<file path="src/design/server_pick_balancer_top_defines.svh">
// Assertion macros of the server pick balancer, included by its top level.
// Depends on nothing; the using module must provide clk and rst_n.
`ifndef SERVER_PICK_BALANCER_TOP_DEFINES_SVH
`define SERVER_PICK_BALANCER_TOP_DEFINES_SVH

// A property that must hold at every clock edge outside reset.
`define SPB_ASSERT(lbl, prop, msg) \
  lbl: assert property (@(posedge clk) disable iff (!rst_n) prop) else $error(msg);

// A condition that must never be true outside reset.
`define SPB_ASSERT_NEVER(lbl, cond, msg) \
  lbl: assert property (@(posedge clk) disable iff (!rst_n) !(cond)) else $error(msg);

`endif

</file>
<file path="src/design/spb_pkg.sv">
// Shared constants and codes of the server pick balancer.
// Used by the channel interfaces and the top level; depends on nothing.
package spb_pkg;

  localparam int MAX_SERVERS = 8;
  localparam int SRV_W       = $clog2(MAX_SERVERS);
  localparam int CNT_W       = 4;
  localparam int WEIGHT_BITS = 8;
  localparam int CONN_BITS   = 16;
  localparam int CREDIT_W    = 12;
  localparam int OPEN_W      = 16;
  localparam int MODE_W      = 2;
  localparam int MASK_W      = 8;
  localparam int CFG_DATA_W  = 64;
  localparam int CFG_IDX_W   = 2;

  localparam logic [CFG_IDX_W-1:0] REG_BALANCE_MODE   = 2'd0;
  localparam logic [CFG_IDX_W-1:0] REG_SERVER_COUNT   = 2'd1;
  localparam logic [CFG_IDX_W-1:0] REG_WEIGHTS_PACKED = 2'd2;
  localparam logic [CFG_IDX_W-1:0] REG_HEALTHY_MASK   = 2'd3;

  localparam logic [MODE_W-1:0] MODE_RR   = 2'd0;
  localparam logic [MODE_W-1:0] MODE_SWRR = 2'd1;
  localparam logic [MODE_W-1:0] MODE_LC   = 2'd2;

  localparam logic FUNC_PICK = 1'b0;
  localparam logic FUNC_DONE = 1'b1;

endpackage

</file>
<file path="src/design/spb_req_if.sv">
// Request channel of the server pick balancer: valid, ready and the request fields.
// Depends on spb_pkg.
interface spb_req_if;
  import spb_pkg::*;

  logic             valid;
  logic             ready;
  logic             func;
  logic [SRV_W-1:0] done_server;

  modport source (output valid, output func, output done_server, input ready);
  modport sink   (input valid, input func, input done_server, output ready);

endinterface

</file>
<file path="src/design/spb_res_if.sv">
// Result channel of the server pick balancer: valid, ready and the result fields.
// Depends on spb_pkg.
interface spb_res_if;
  import spb_pkg::*;

  logic              valid;
  logic              ready;
  logic [SRV_W-1:0]  server_index;
  logic              no_server;
  logic [OPEN_W-1:0] open_count;

  modport source (output valid, output server_index, output no_server, output open_count,
                  input ready);
  modport sink   (input valid, input server_index, input no_server, input open_count,
                  output ready);

endinterface

</file>
<file path="src/design/server_pick_balancer_top.sv">
// Server pick balancer: round robin, smooth weighted round robin and least connection.
// Depends on spb_pkg, spb_req_if, spb_res_if, spb_ram and the assertion macro header.
//
// Each request picks a backend server, or for a finished connection lowers that server's
// count; every accepted request gives exactly one result. Requests are handled one at a
// time. When the pool is empty or the mode is invalid the result is formed on acceptance;
// round robin and finished connections first read one connection entry, least connection
// scans n connection entries, and weighted mode scans n credit entries and, if a server is
// healthy, then writes back the chosen credit and reads its connection count. Here n is the
// server count (at most eight); the credit and connection tables sit in memories that are
// read one entry per cycle. A result waiting in the output register does not block the next
// request. Writing the server count clears the rotation pointer and all credits at once.
module server_pick_balancer_top (
  input  logic                           clk,
  input  logic                           rst_n,
  spb_req_if.sink                        in_if,
  spb_res_if.source                      out_if,
  input  logic                           cfg_we,
  input  logic [spb_pkg::CFG_IDX_W-1:0]  cfg_index,
  input  logic [spb_pkg::CFG_DATA_W-1:0] cfg_data
);
  import spb_pkg::*;
  `include "server_pick_balancer_top_defines.svh"

  localparam int SUM_W   = CREDIT_W + 2;
  localparam int TOTAL_W = WEIGHT_BITS + SRV_W;
  localparam int EXT_W   = CONN_BITS + OPEN_W;
  localparam logic signed [SUM_W-1:0] CRED_HI = SUM_W'(2 ** (CREDIT_W - 1) - 1);
  localparam logic signed [SUM_W-1:0] CRED_LO = -CRED_HI - SUM_W'(1);
  localparam logic [CONN_BITS-1:0]    CONN_MAX = '1;
  localparam logic [OPEN_W-1:0]       OPEN_MAX = '1;

  typedef enum logic [3:0] {
    S_IDLE, S_DONE, S_RR, S_WSCAN, S_WFIN, S_WCONN, S_LSCAN, S_LFIN, S_HOLD
  } state_t;

  function automatic logic signed [CREDIT_W-1:0] clamp_credit(logic signed [SUM_W-1:0] v);
    if (v > CRED_HI) begin
      return CRED_HI[CREDIT_W-1:0];
    end else if (v < CRED_LO) begin
      return CRED_LO[CREDIT_W-1:0];
    end
    return v[CREDIT_W-1:0];
  endfunction

  function automatic logic [OPEN_W-1:0] sat_open(logic [CONN_BITS-1:0] v);
    if (EXT_W'(v) > EXT_W'(OPEN_MAX)) begin
      return OPEN_MAX;
    end
    return OPEN_W'(v);
  endfunction

  state_t                      state_r, state_nxt;
  logic [MODE_W-1:0]           mode_r, mode_nxt;
  logic [CNT_W-1:0]            count_r, count_nxt;
  logic [CFG_DATA_W-1:0]       weights_r, weights_nxt;
  logic [MASK_W-1:0]           healthy_r, healthy_nxt;
  logic [SRV_W-1:0]            ptr_r, ptr_nxt;
  logic [MAX_SERVERS-1:0]      conn_vld_r, conn_vld_nxt;
  logic [MAX_SERVERS-1:0]      cred_vld_r, cred_vld_nxt;
  logic                        conn_rvld_r, conn_rvld_nxt;
  logic                        cred_rvld_r, cred_rvld_nxt;
  logic [SRV_W-1:0]            di_r, di_nxt;
  logic [SRV_W-1:0]            sel_r, sel_nxt;
  logic signed [CREDIT_W-1:0]  best_r, best_nxt;
  logic [TOTAL_W-1:0]          total_r, total_nxt;
  logic                        found_r, found_nxt;
  logic [CONN_BITS-1:0]        min_r, min_nxt;
  logic [SRV_W-1:0]            hold_idx_r, hold_idx_nxt;
  logic                        hold_none_r, hold_none_nxt;
  logic [OPEN_W-1:0]           hold_cnt_r, hold_cnt_nxt;
  logic                        out_valid_r, out_valid_nxt;
  logic [SRV_W-1:0]            out_idx_r, out_idx_nxt;
  logic                        out_none_r, out_none_nxt;
  logic [OPEN_W-1:0]           out_cnt_r, out_cnt_nxt;

  logic                        conn_we, conn_re;
  logic [SRV_W-1:0]            conn_waddr, conn_raddr;
  logic [CONN_BITS-1:0]        conn_wdata, conn_rdata;
  logic                        cred_we, cred_re;
  logic [SRV_W-1:0]            cred_waddr, cred_raddr;
  logic [CREDIT_W-1:0]         cred_wdata, cred_rdata;

  logic                        accept, fin, res_none, last;
  logic [SRV_W-1:0]            res_idx, p;
  logic [OPEN_W-1:0]           res_cnt;
  logic [CNT_W-1:0]            n_eff;
  logic [CONN_BITS-1:0]        conn_cur;
  logic signed [CREDIT_W-1:0]  cred_cur, newc;
  logic signed [SUM_W-1:0]     sum;
  logic [WEIGHT_BITS-1:0]      w;

  spb_ram #(.DATA_W(CONN_BITS), .DEPTH(MAX_SERVERS)) u_conn_ram (
    .clk   (clk),
    .we    (conn_we),
    .waddr (conn_waddr),
    .wdata (conn_wdata),
    .re    (conn_re),
    .raddr (conn_raddr),
    .rdata (conn_rdata)
  );

  spb_ram #(.DATA_W(CREDIT_W), .DEPTH(MAX_SERVERS)) u_cred_ram (
    .clk   (clk),
    .we    (cred_we),
    .waddr (cred_waddr),
    .wdata (cred_wdata),
    .re    (cred_re),
    .raddr (cred_raddr),
    .rdata (cred_rdata)
  );

  assign in_if.ready         = (state_r == S_IDLE);
  assign accept              = in_if.valid && in_if.ready;
  assign out_if.valid        = out_valid_r;
  assign out_if.server_index = out_idx_r;
  assign out_if.no_server    = out_none_r;
  assign out_if.open_count   = out_cnt_r;

  assign n_eff    = (count_r > CNT_W'(MAX_SERVERS)) ? CNT_W'(MAX_SERVERS) : count_r;
  assign last     = ((CNT_W'(di_r) + CNT_W'(1)) == n_eff);
  assign p        = (CNT_W'(ptr_r) < n_eff) ? ptr_r : '0;
  assign conn_cur = conn_rvld_r ? conn_rdata : '0;
  assign cred_cur = cred_rvld_r ? $signed(cred_rdata) : '0;

  always_comb begin
    w = '0;
    for (int k = 0; k < MAX_SERVERS; k++) begin
      if (di_r == SRV_W'(k)) begin
        w = weights_r[k*WEIGHT_BITS +: WEIGHT_BITS];
      end
    end
  end

  assign sum  = SUM_W'(cred_cur) + signed'(SUM_W'(w));
  assign newc = clamp_credit(sum);

  always_comb begin
    state_nxt     = state_r;
    mode_nxt      = mode_r;
    count_nxt     = count_r;
    weights_nxt   = weights_r;
    healthy_nxt   = healthy_r;
    ptr_nxt       = ptr_r;
    conn_vld_nxt  = conn_vld_r;
    cred_vld_nxt  = cred_vld_r;
    di_nxt        = di_r;
    sel_nxt       = sel_r;
    best_nxt      = best_r;
    total_nxt     = total_r;
    found_nxt     = found_r;
    min_nxt       = min_r;
    hold_idx_nxt  = hold_idx_r;
    hold_none_nxt = hold_none_r;
    hold_cnt_nxt  = hold_cnt_r;
    out_valid_nxt = out_valid_r;
    out_idx_nxt   = out_idx_r;
    out_none_nxt  = out_none_r;
    out_cnt_nxt   = out_cnt_r;
    conn_we       = 1'b0;
    conn_waddr    = sel_r;
    conn_wdata    = '0;
    conn_re       = 1'b0;
    conn_raddr    = '0;
    cred_we       = 1'b0;
    cred_waddr    = di_r;
    cred_wdata    = '0;
    cred_re       = 1'b0;
    cred_raddr    = '0;
    fin           = 1'b0;
    res_idx       = '0;
    res_none      = 1'b0;
    res_cnt       = '0;

    case (state_r)
      S_IDLE: begin
        if (accept) begin
          if (in_if.func == FUNC_DONE) begin
            conn_re    = 1'b1;
            conn_raddr = in_if.done_server;
            sel_nxt    = in_if.done_server;
            state_nxt  = S_DONE;
          end else begin
            case (mode_r)
              MODE_RR: begin
                if (n_eff == '0) begin
                  fin      = 1'b1;
                  res_none = 1'b1;
                end else begin
                  conn_re    = 1'b1;
                  conn_raddr = p;
                  sel_nxt    = p;
                  ptr_nxt    = ((CNT_W'(p) + CNT_W'(1)) >= n_eff) ? '0 : p + SRV_W'(1);
                  state_nxt  = S_RR;
                end
              end
              MODE_SWRR: begin
                if (n_eff == '0) begin
                  fin      = 1'b1;
                  res_none = 1'b1;
                end else begin
                  cred_re   = 1'b1;
                  di_nxt    = '0;
                  found_nxt = 1'b0;
                  total_nxt = '0;
                  state_nxt = S_WSCAN;
                end
              end
              MODE_LC: begin
                if (n_eff == '0) begin
                  fin      = 1'b1;
                  res_none = 1'b1;
                end else begin
                  conn_re   = 1'b1;
                  di_nxt    = '0;
                  state_nxt = S_LSCAN;
                end
              end
              default: begin
                fin      = 1'b1;
                res_none = 1'b1;
              end
            endcase
          end
        end
      end
      S_DONE: begin
        conn_we    = 1'b1;
        conn_wdata = (conn_cur == '0) ? '0 : conn_cur - CONN_BITS'(1);
        conn_vld_nxt[sel_r] = 1'b1;
        fin        = 1'b1;
        res_idx    = sel_r;
        res_cnt    = sat_open(conn_wdata);
      end
      S_RR: begin
        fin     = 1'b1;
        res_idx = sel_r;
        res_cnt = sat_open(conn_cur);
      end
      S_WSCAN: begin
        if (healthy_r[di_r]) begin
          cred_we    = 1'b1;
          cred_wdata = newc;
          cred_vld_nxt[di_r] = 1'b1;
          total_nxt  = total_r + TOTAL_W'(w);
          if (!found_r || (newc > best_r)) begin
            best_nxt  = newc;
            sel_nxt   = di_r;
            found_nxt = 1'b1;
          end
        end
        if (last) begin
          state_nxt = S_WFIN;
        end else begin
          cred_re    = 1'b1;
          cred_raddr = di_r + SRV_W'(1);
          di_nxt     = di_r + SRV_W'(1);
        end
      end
      S_WFIN: begin
        if (!found_r) begin
          fin      = 1'b1;
          res_none = 1'b1;
        end else begin
          cred_we    = 1'b1;
          cred_waddr = sel_r;
          cred_wdata = clamp_credit(SUM_W'(best_r) - signed'(SUM_W'(total_r)));
          cred_vld_nxt[sel_r] = 1'b1;
          conn_re    = 1'b1;
          conn_raddr = sel_r;
          state_nxt  = S_WCONN;
        end
      end
      S_WCONN: begin
        fin     = 1'b1;
        res_idx = sel_r;
        res_cnt = sat_open(conn_cur);
      end
      S_LSCAN: begin
        if ((di_r == '0) || (conn_cur < min_r)) begin
          min_nxt = conn_cur;
          sel_nxt = di_r;
        end
        if (last) begin
          state_nxt = S_LFIN;
        end else begin
          conn_re    = 1'b1;
          conn_raddr = di_r + SRV_W'(1);
          di_nxt     = di_r + SRV_W'(1);
        end
      end
      S_LFIN: begin
        conn_we    = 1'b1;
        conn_wdata = (min_r == CONN_MAX) ? min_r : min_r + CONN_BITS'(1);
        conn_vld_nxt[sel_r] = 1'b1;
        fin        = 1'b1;
        res_idx    = sel_r;
        res_cnt    = sat_open(conn_wdata);
      end
      S_HOLD: begin
        fin      = 1'b1;
        res_idx  = hold_idx_r;
        res_none = hold_none_r;
        res_cnt  = hold_cnt_r;
      end
      default: begin
        state_nxt = S_IDLE;
      end
    endcase

    if (fin) begin
      if (!out_valid_r || out_if.ready) begin
        out_valid_nxt = 1'b1;
        out_idx_nxt   = res_idx;
        out_none_nxt  = res_none;
        out_cnt_nxt   = res_cnt;
        state_nxt     = S_IDLE;
      end else begin
        hold_idx_nxt  = res_idx;
        hold_none_nxt = res_none;
        hold_cnt_nxt  = res_cnt;
        state_nxt     = S_HOLD;
      end
    end else if (out_valid_r && out_if.ready) begin
      out_valid_nxt = 1'b0;
    end

    conn_rvld_nxt = conn_re ? conn_vld_r[conn_raddr] : conn_rvld_r;
    cred_rvld_nxt = cred_re ? cred_vld_r[cred_raddr] : cred_rvld_r;

    if (cfg_we) begin
      case (cfg_index)
        REG_BALANCE_MODE: begin
          mode_nxt = cfg_data[MODE_W-1:0];
        end
        REG_SERVER_COUNT: begin
          count_nxt    = cfg_data[CNT_W-1:0];
          ptr_nxt      = '0;
          cred_vld_nxt = '0;
        end
        REG_WEIGHTS_PACKED: begin
          weights_nxt = cfg_data;
        end
        REG_HEALTHY_MASK: begin
          healthy_nxt = cfg_data[MASK_W-1:0];
        end
        default: begin
        end
      endcase
    end
  end

  always_ff @(posedge clk) begin
    if (!rst_n) begin
      state_r     <= S_IDLE;
      mode_r      <= MODE_RR;
      count_r     <= '0;
      weights_r   <= '0;
      healthy_r   <= '1;
      ptr_r       <= '0;
      conn_vld_r  <= '0;
      cred_vld_r  <= '0;
      conn_rvld_r <= 1'b0;
      cred_rvld_r <= 1'b0;
      di_r        <= '0;
      sel_r       <= '0;
      best_r      <= '0;
      total_r     <= '0;
      found_r     <= 1'b0;
      min_r       <= '0;
      hold_idx_r  <= '0;
      hold_none_r <= 1'b0;
      hold_cnt_r  <= '0;
      out_valid_r <= 1'b0;
      out_idx_r   <= '0;
      out_none_r  <= 1'b0;
      out_cnt_r   <= '0;
    end else begin
      state_r     <= state_nxt;
      mode_r      <= mode_nxt;
      count_r     <= count_nxt;
      weights_r   <= weights_nxt;
      healthy_r   <= healthy_nxt;
      ptr_r       <= ptr_nxt;
      conn_vld_r  <= conn_vld_nxt;
      cred_vld_r  <= cred_vld_nxt;
      conn_rvld_r <= conn_rvld_nxt;
      cred_rvld_r <= cred_rvld_nxt;
      di_r        <= di_nxt;
      sel_r       <= sel_nxt;
      best_r      <= best_nxt;
      total_r     <= total_nxt;
      found_r     <= found_nxt;
      min_r       <= min_nxt;
      hold_idx_r  <= hold_idx_nxt;
      hold_none_r <= hold_none_nxt;
      hold_cnt_r  <= hold_cnt_nxt;
      out_valid_r <= out_valid_nxt;
      out_idx_r   <= out_idx_nxt;
      out_none_r  <= out_none_nxt;
      out_cnt_r   <= out_cnt_nxt;
    end
  end

  // Reads and writes of one table never meet at the same entry in one cycle.
  `SPB_ASSERT_NEVER(a_conn_rw_clash, conn_we && conn_re && (conn_waddr == conn_raddr), "connection table read and written at the same entry")
  `SPB_ASSERT_NEVER(a_cred_rw_clash, cred_we && cred_re && (cred_waddr == cred_raddr), "credit table read and written at the same entry")
  `SPB_ASSERT(a_scan_in_range, ((state_r == S_WSCAN) || (state_r == S_LSCAN)) |-> (CNT_W'(di_r) < n_eff), "scan index beyond the server count")
  `SPB_ASSERT(a_none_is_zero, (out_valid_r && out_none_r) |-> ((out_idx_r == '0) && (out_cnt_r == '0)), "no-server result carries a server or a count")

endmodule

</file>
<file path="src/design/spb_ram.sv">
// Simple dual-port memory of the balancer: one write port, one read port, registered read.
// Depends on nothing.
module spb_ram #(
  parameter  int DATA_W = 8,
  parameter  int DEPTH  = 8,
  localparam int ADDR_W = $clog2(DEPTH)
) (
  input  logic              clk,
  input  logic              we,
  input  logic [ADDR_W-1:0] waddr,
  input  logic [DATA_W-1:0] wdata,
  input  logic              re,
  input  logic [ADDR_W-1:0] raddr,
  output logic [DATA_W-1:0] rdata
);

  logic [DATA_W-1:0] mem [DEPTH];

  always_ff @(posedge clk) begin
    if (we) begin
      mem[waddr] <= wdata;
    end
  end

  always_ff @(posedge clk) begin
    if (re) begin
      rdata <= mem[raddr];
    end
  end

endmodule
</file>
<file path="src/flat_wrapper.sv">
// flat-port wrapper written by rule: the top's interface ports become plain ports
module server_pick_balancer_top_flat import spb_pkg::*;
  (clk, rst_n, cfg_we, cfg_index, cfg_data, in_if_valid, in_if_func, in_if_done_server, in_if_ready, out_if_valid, out_if_server_index, out_if_no_server, out_if_open_count, out_if_ready);
  spb_req_if in_if_i ();
  spb_res_if out_if_i ();
  input  logic clk;
  input  logic rst_n;
  input  logic cfg_we;
  input  logic [spb_pkg::CFG_IDX_W-1:0] cfg_index;
  input  logic [spb_pkg::CFG_DATA_W-1:0] cfg_data;
  input wire logic [$bits(in_if_i.valid)-1:0] in_if_valid;
  input wire logic [$bits(in_if_i.func)-1:0] in_if_func;
  input wire logic [$bits(in_if_i.done_server)-1:0] in_if_done_server;
  output wire logic [$bits(in_if_i.ready)-1:0] in_if_ready;
  output wire logic [$bits(out_if_i.valid)-1:0] out_if_valid;
  output wire logic [$bits(out_if_i.server_index)-1:0] out_if_server_index;
  output wire logic [$bits(out_if_i.no_server)-1:0] out_if_no_server;
  output wire logic [$bits(out_if_i.open_count)-1:0] out_if_open_count;
  input wire logic [$bits(out_if_i.ready)-1:0] out_if_ready;
  assign in_if_i.valid = in_if_valid;
  assign in_if_i.func = in_if_func;
  assign in_if_i.done_server = in_if_done_server;
  assign in_if_ready = in_if_i.ready;
  assign out_if_valid = out_if_i.valid;
  assign out_if_server_index = out_if_i.server_index;
  assign out_if_no_server = out_if_i.no_server;
  assign out_if_open_count = out_if_i.open_count;
  assign out_if_i.ready = out_if_ready;
  server_pick_balancer_top u_core (.clk(clk), .rst_n(rst_n), .in_if(in_if_i), .out_if(out_if_i), .cfg_we(cfg_we), .cfg_index(cfg_index), .cfg_data(cfg_data));
endmodule
</file>
<file path="config.mk">
export PLATFORM = sky130hd
export DESIGN_NAME = server_pick_balancer_top_flat
export DESIGN_NICKNAME = d
export VERILOG_FILES = /design/src/design/spb_pkg.sv /design/src/design/spb_req_if.sv /design/src/design/spb_res_if.sv /design/src/design/server_pick_balancer_top.sv /design/src/design/spb_ram.sv /design/src/flat_wrapper.sv
export VERILOG_INCLUDE_DIRS = /design/src /design/src/design
export SDC_FILE = /design/constraint.sdc
export NUM_CORES = 1
export LEC_CHECK = 0
export BUFFER_PORTS_ARGS = -buffer_cell sky130_fd_sc_hd__buf_2
export CAP_MARGIN = 25
export CORE_MARGIN = 2
export CORE_UTILIZATION = 30
export CTS_CLUSTER_DIAMETER = 60
export DETAILED_ROUTE_END_ITERATION = 8
export PLACE_DENSITY = 0.57
export SETUP_SLACK_MARGIN = 0.02
export SKIP_CTS_REPAIR_TIMING = 1
export SLEW_MARGIN = 15
export SYNTH_ARGS = -nofsm -noshare
export SYNTH_HDL_FRONTEND = slang
export SYNTH_SLANG_ARGS = --single-unit
</file>
<file path="constraint.sdc">
create_clock -name clk -period 7.3 [get_ports clk]
set_clock_uncertainty 0.1 [all_clocks]
set_input_delay 0.73 -clock clk [delete_from_list [all_inputs] [get_ports clk]]
set_output_delay 0.73 -clock clk [all_outputs]
set_load 0.05 [all_outputs]
</file>
# Word-level counts from Yosys, hierarchy flattened
# Memories as Yosys holds them, arrays and structs flattened. A register that Yosys moved wholly into a read port is not among the register bits.
# Index checks and enable logic that the tools add are counted.
# word_totals
ff_bits,190
ramBits,224
output_inout_bits,22
mem_count,2
# classes
n_addsub,9
magnitude_cmp,15
eq_ne,43
n_mux,132
bitwise_logic,4
reduce_logical,41
# mem_list
memory,depth,width,rd,rd_ports_with_merged_regs,write_ports,line,rtl
u_core.u_conn_ram.mem,8,16,1,1,1,spb_ram.sv:17,logic [DATA_W-1:0] mem [DEPTH];
u_core.u_cred_ram.mem,8,12,1,1,1,spb_ram.sv:17,
# ops
op,n
12-bit two-way mux,9
8-bit two-way mux,12
3-bit two-way mux,30
16-bit one-hot mux with 4 select lines,1
11-bit two-way mux,5
16-bit two-way mux,3
4-bit two-way mux,11
1-bit two-way mux,40
16-bit one-hot mux with 2 select lines,1
14-bit by 12-bit > comparator with 1-bit output (second input constant),2
14-bit by 12-bit less-than comparator with 1-bit output (second input constant),2
8-bit bitwise OR,3
12-bit one-hot mux with 2 select lines,1
11-bit one-hot mux with 2 select lines,1
4-bit one-hot mux with 5 select lines,1
3-bit one-hot mux with 3 select lines,2
16-bit by 1-bit adder with 16-bit output (second input constant),1
16-bit equality test (second input constant),1
4-bit by 3-bit equality test with 1-bit output (second input constant),4
16-bit zero test,1
16-bit less-than comparator,1
3-bit by 4-bit less-than comparator with 1-bit output (second input constant),4
8-bit one-hot mux with 2 select lines,1
2-bit AND reduction,8
other kinds (49),99

# Longest topological paths before layout
# logic_depth
word_depth,19
mapped_depth,31
depth_no_buf,27

# Cells and area by module
# From an unflattened synthesis, not the netlist that was laid out.
# hier_totals
hier_cells,1946
hier_area_um2,21529.4
# by_module_without_submodules
module,instances,cells_per_inst,area_each_um2,seq_area_each_um2
server_pick_balancer_top,1,1568,11967.7,3803.6
spb_ram (u_core.u_conn_ram),1,214,5454.0,4324.1
spb_ram (u_core.u_cred_ram),1,164,4107.7,3243.1

# Worst setup path after synthesis
# OpenSTA, ideal clock, no wires.
# synth_path
kind,register to register
from,register u_core.di_r[2]
to,register u_core.best_r[11]
arrival_time_ns,5.619
setup_slack_ns,1.453
stages_incl_launch_ff,28
period_less_slack_ns,5.847
path_cell_list,dfxtp_1 clkbuf_1 inv_1 clkbuf_1 ha_1 buf_1 nor2_1 a22oi_1 o221ai_1 o21ai_0 o21ai_0 ha_1 or4_1 a41oi_1 nor4bb_1 or2_2 clkbuf_1 nor2_1 nor2_1 ha_1 o21ai_0 a21o_1 a21oi_1 o21ai_0 nor3_1 clkbuf_1 mux2i_1 nor2_1
# synth_via
elab_chain_cells,17
word_cells_on_any_way,28
# synth_lines
item,line,rtl
from (decl),server_pick_balancer_top.sv:63,"logic [SRV_W-1:0] di_r, di_nxt;"
from (signal assigned),server_pick_balancer_top.sv:389,di_r <= di_nxt;
3-bit zero test,server_pick_balancer_top.sv:129,if (di_r == SRV_W'(k)) begin
8-bit two-way mux (7 in a row),server_pick_balancer_top.sv:129,
8-bit two-way mux (*),server_pick_balancer_top.sv:129,
12-bit by 9-bit adder with 13-bit output (*),server_pick_balancer_top.sv:135,assign sum = SUM_W'(cred_cur) + signed'(SUM_W'(w));
14-bit by 12-bit less-than comparator with 1-bit output,server_pick_balancer_top.sv:40,end else if (v < CRED_LO) begin
1-bit two-way mux,server_pick_balancer_top.sv:40,
1-bit two-way mux,server_pick_balancer_top.sv:38,if (v > CRED_HI) begin
12-bit two-way mux (*),server_pick_balancer_top.sv:43,return v[CREDIT_W-1:0];
via u_core.newc[8],server_pick_balancer_top.sv:89,"logic signed [CREDIT_W-1:0] cred_cur, newc;"
12-bit > comparator (*),server_pick_balancer_top.sv:246,if (!found_r || (newc > best_r)) begin
1-bit logical OR (*),server_pick_balancer_top.sv:246,
3-bit AND reduction (no line) (*),n/a,
to (signal assigned),server_pick_balancer_top.sv:391,best_r <= best_nxt;
to (decl),server_pick_balancer_top.sv:65,"logic signed [CREDIT_W-1:0] best_r, best_nxt;"
# The timed path passes the listed nets; every way through them passes the cells marked *. The select of a mux whose other input is x is not followed.
# A chain may end at the register's enable or synchronous reset.

# Worst setup path after layout
# layout_path
from,register u_core.di_r[0]
to,register u_core.best_r[3]
# Same word-level chain as after synthesis.

==> results.json <==
{
  "outcome": "finished, final reports clean",
  "syn_nets": 2175,
  "cts_buffer_depth": 3,
  "synth.top_cell.area_share": 0.352,
  "cts-root-buf": "clkbuf_16",
  "drtAntennaViolNets": 0,
  "hold_path_depth": 3,
  "critPathKind": "flop to flop",
  "hp-start": "cfg_data[6]",
  "worst_ep_arrival_time_ps": 7000,
  "place_area_mm2": 0.0230,
  "setup.worst_path.end_class": "flop",
  "p_seq_frac": 0.467,
  "setup_viol": 0,
  "vdd_drop_max_mv": 0.158,
  "die_w_um": 272,
  "die_h_um": 272,
  "worst_pin_slew_ps": 1030,
  "synthTopCellsByArea": "edfxtp_1 35%, dfxtp_1 18%, mux2i_1 6.4%",
  "power_w": 0.00595,
  "routed_wl_mm": 59.6,
  "drv_slew": 0,
  "clock-sinks": 442,
  "grt_pass1_wl_mm": 91.6,
  "synth_edf_count": 252,
  "multi_input_area_mm2": 0.00935,
  "synth_seq_cells": 442,
  "h-tree-depth": 2,
  "async_reset_ff_frac": 0,
  "fmax_ghz": 0.151,
  "final_cell_count_no_fill": 3091,
  "nFillCells": 7128,
  "crit_fanout": 17,
  "required_ps": 7680,
  "synth-warning-count": 0,
  "initial_core_util": 0.302,
  "hold_path.class": "primary input to flop",
  "post-route-period-util": 0.907,
  "cts_tree": "built",
  "antenna_cells": 0,
  "r2r_start": "u_core.di_r[0]",
  "fin_area_mm2": 0.0247,
  "first_pass_iters": 5,
  "syn_to_final_growth_pct": 14.7,
  "antenna_found_initial": 2,
  "yosysSeqAreaShare": 0.529,
  "power_density_mw_per_mm2": 241,
  "cts_buffers": 48,
  "reg2reg_to": "u_core.best_r[3]",
  "critPathMostFrequentCell": "o21ai_0",
  "drc": 0,
  "drv_cap": 0,
  "finalSetupTns_ps": 0,
  "nNetsFinal": 2253,
  "power.switching_w": 0.00155,
  "dp.cells": 2997,
  "r2r_slack_ps": 680,
  "port_buffers": 96,
  "clk_pin_slew_ps": 70,
  "synth.distinct_cells": 86,
  "drive_gt1_frac": 0.134,
  "grt_pass1_vias": 15700,
  "cp_slowest_stage_delay_ps": 700,
  "std_cell_rows": 98,
  "avgSynthCellArea_um2": 10.6,
  "holdPathEnd": "u_core.healthy_r[6]",
  "vias": 15800,
  "clk_latency_ps": 590,
  "gr-total-overflow": 0,
  "leakage_nw": 8.97,
  "netlist_instances": 2023,
  "grt_start_max_net_pins": 70,
  "finalWorstPathRequiredPeriod_ps": 6620,
  "gp_congestion": 0.893,
  "critPathLaunchType": "flop",
  "dp_hpwl_mm": 43.2,
  "clkPwrFrac": 0.416,
  "synth_area_mm2": 0.0215,
  "grt_usage": 0.158,
  "rr_worst_depth": 28,
  "hold_viol": 0,
  "synth_ff_type": "edfxtp_1",
  "post-synth-top-area-cell": "edfxtp_1",
  "comb_power_share": 0.117,
  "wire_per_inst_um": 19.3,
  "switching_share": 0.261,
  "ios": 97,
  "cpMaxStageDelayCell": "nor3_1",
  "regArea_mm2": 0.0114,
  "slew_headroom": 0.307,
  "via_per_inst": 5.11,
  "dr.first_iter.drc_count": 1104,
  "rsz0062_at_grt": "false",
  "core_mm2": 0.0712,
  "p_int_w": 0.00439,
  "dieArea_mm2": 0.0738
}
## synth_stat cells (14+ instances only)
library cell  count
edfxtp_1        252
nand2_1         236
dfxtp_1         190
nor2_1          179
a21oi_1         158
mux2i_1         138
o21ai_0          95
clkbuf_1         91
inv_1            78
ha_1             74
nand3_1          38
a211oi_1         34
mux2_2           30
a22oi_1          29
xnor2_1          24
nor3_1           23
and2_1           22
nand2b_1         20
o22ai_1          18
xor2_1           16
mux4_2           14
## worst max-delay path by stage
stage / from / endpoint / depth (start not counted)
final: u_core.di_r[0] / u_core.best_r[3] / 28
after global routing: u_core.di_r[0] / u_core.best_r[7] / 24
after CTS: u_core.di_r[0] / u_core.best_r[3] / 23
after detailed placement: u_core.di_r[0] / u_core.best_r[7] / 23
after global placement: u_core.di_r[0] / u_core.best_r[7] / 28
after floorplan: u_core.di_r[2] / u_core.best_r[11] / 27
## power by group through the flow
stage	Combinational, W	Sequential (W)	Clock (W)
6_report	0.000694	0.00278	0.00247
5_1_grt	0.000757	0.00279	0.00262
4_1_cts	0.000700	0.00278	0.00252
3_5_place_dp	0.000697	0.00283	0
3_3_place_gp	0.000682	0.00283	0
2_1_floorplan	0.000406	0.00291	0
## area by class of cell
cell class	count	share of cell area
Multi-Input combinational cell	1388	0.379
Tap cell	950	0.0482
Clock buffer	68	0.0551
Clock inverter	22	0.0107
Timing Repair Buffer	141	0.0337
Sequential cell	442	0.461
Inverter	80	0.0123
## registers in the layout, summed over array words and instances, names as in the netlist, 2 cells and up
| signal | cells |
|---|---|
| u_core.out_if.open_count | 16 |
| u_core.conn_vld_r | 8 |
| u_core.min_r | 16 |
| u_core.count_r | 4 |
| u_core.out_if.server_index | 3 |
| u_core.weights_r | 64 |
| u_core.total_r | 11 |
| u_core.u_cred_ram.rdata | 12 |
| u_core.ptr_r | 3 |
| u_core.hold_cnt_r | 16 |
| u_core.cred_vld_r | 8 |
| u_core.u_conn_ram.rdata | 16 |
| u_core.hold_idx_r | 3 |
| u_core.best_r | 12 |
| u_core.mode_r | 2 |
| u_core.di_r | 3 |
| u_core.healthy_r | 8 |
| u_core.conn_waddr | 3 |
| u_core.u_cred_ram.mem | 96 |
| u_core.u_conn_ram.mem | 128 |
| u_core.state_r | 4 |
## layer usage
layer	wire length [um]	share of wire	track usage	vias up
li1	-	-	-	7592
met1	25400	0.43	0.197	7656
met2	29400	0.49	0.278	418
met3	3060	0.051	0.0275	111
met4	1690	0.028	0.0489	4
met5	26	0.00044	0	-
## cell usage in the layout, fill, tap and decap left out, drive strengths merged, types with 24 or more instances in the layout
cell	Yosys	final
a211oi	34	34
a21oi	158	158
a22oi	29	29
buf	21	140
clkbuf	92	69
dfxtp	190	190
edfxtp	252	252
ha	74	74
inv	80	81
mux2	30	30
mux2i	138	138
nand2	236	236
nand3	38	38
nor2	179	179
nor3	24	24
o21ai	96	96
xnor2	24	24
## critical path: cells and delay by family (launching register included)
| family | cells | cell delay (ps) |
|---|---|---|
| buffers and inverters | 4 | 690 |
| AND/OR/NAND/NOR | 5 | 1530 |
| flip-flops | 1 | 450 |
| AO/OA/AOI/OAI | 15 | 2600 |
| adder cells (fa/ha/maj) | 4 | 1130 |
## kinds of logic (layout without fill, tap and decap cells)
logic type	count (synthesis)	in the layout	synth area share
xor gates and xnor gates	40	40	0.0163
muxes	182	182	0.0946
buffers and inverters	193	311	0.0389
DFF	442	442	0.529
adders and majority gates	77	77	0.0458
and+or+nand+nor	611	611	0.131
AOI/OAI and AO/OA	478	478	0.145
## through the flow
stage | setup slack, ps | hold WS [ps] | utilization
5_1_grt | 79.5 | 263 | 0.346
6_report | 678 | 275 | 0.346
3_5_place_dp | 820 | 348 | 0.323
4_1_cts | 780 | 247 | 0.346
2_1_floorplan | 1450 | 331 | -
3_3_place_gp | 996 | 345 | 0.322
Note: power is estimated with default switching activity, not from simulation.
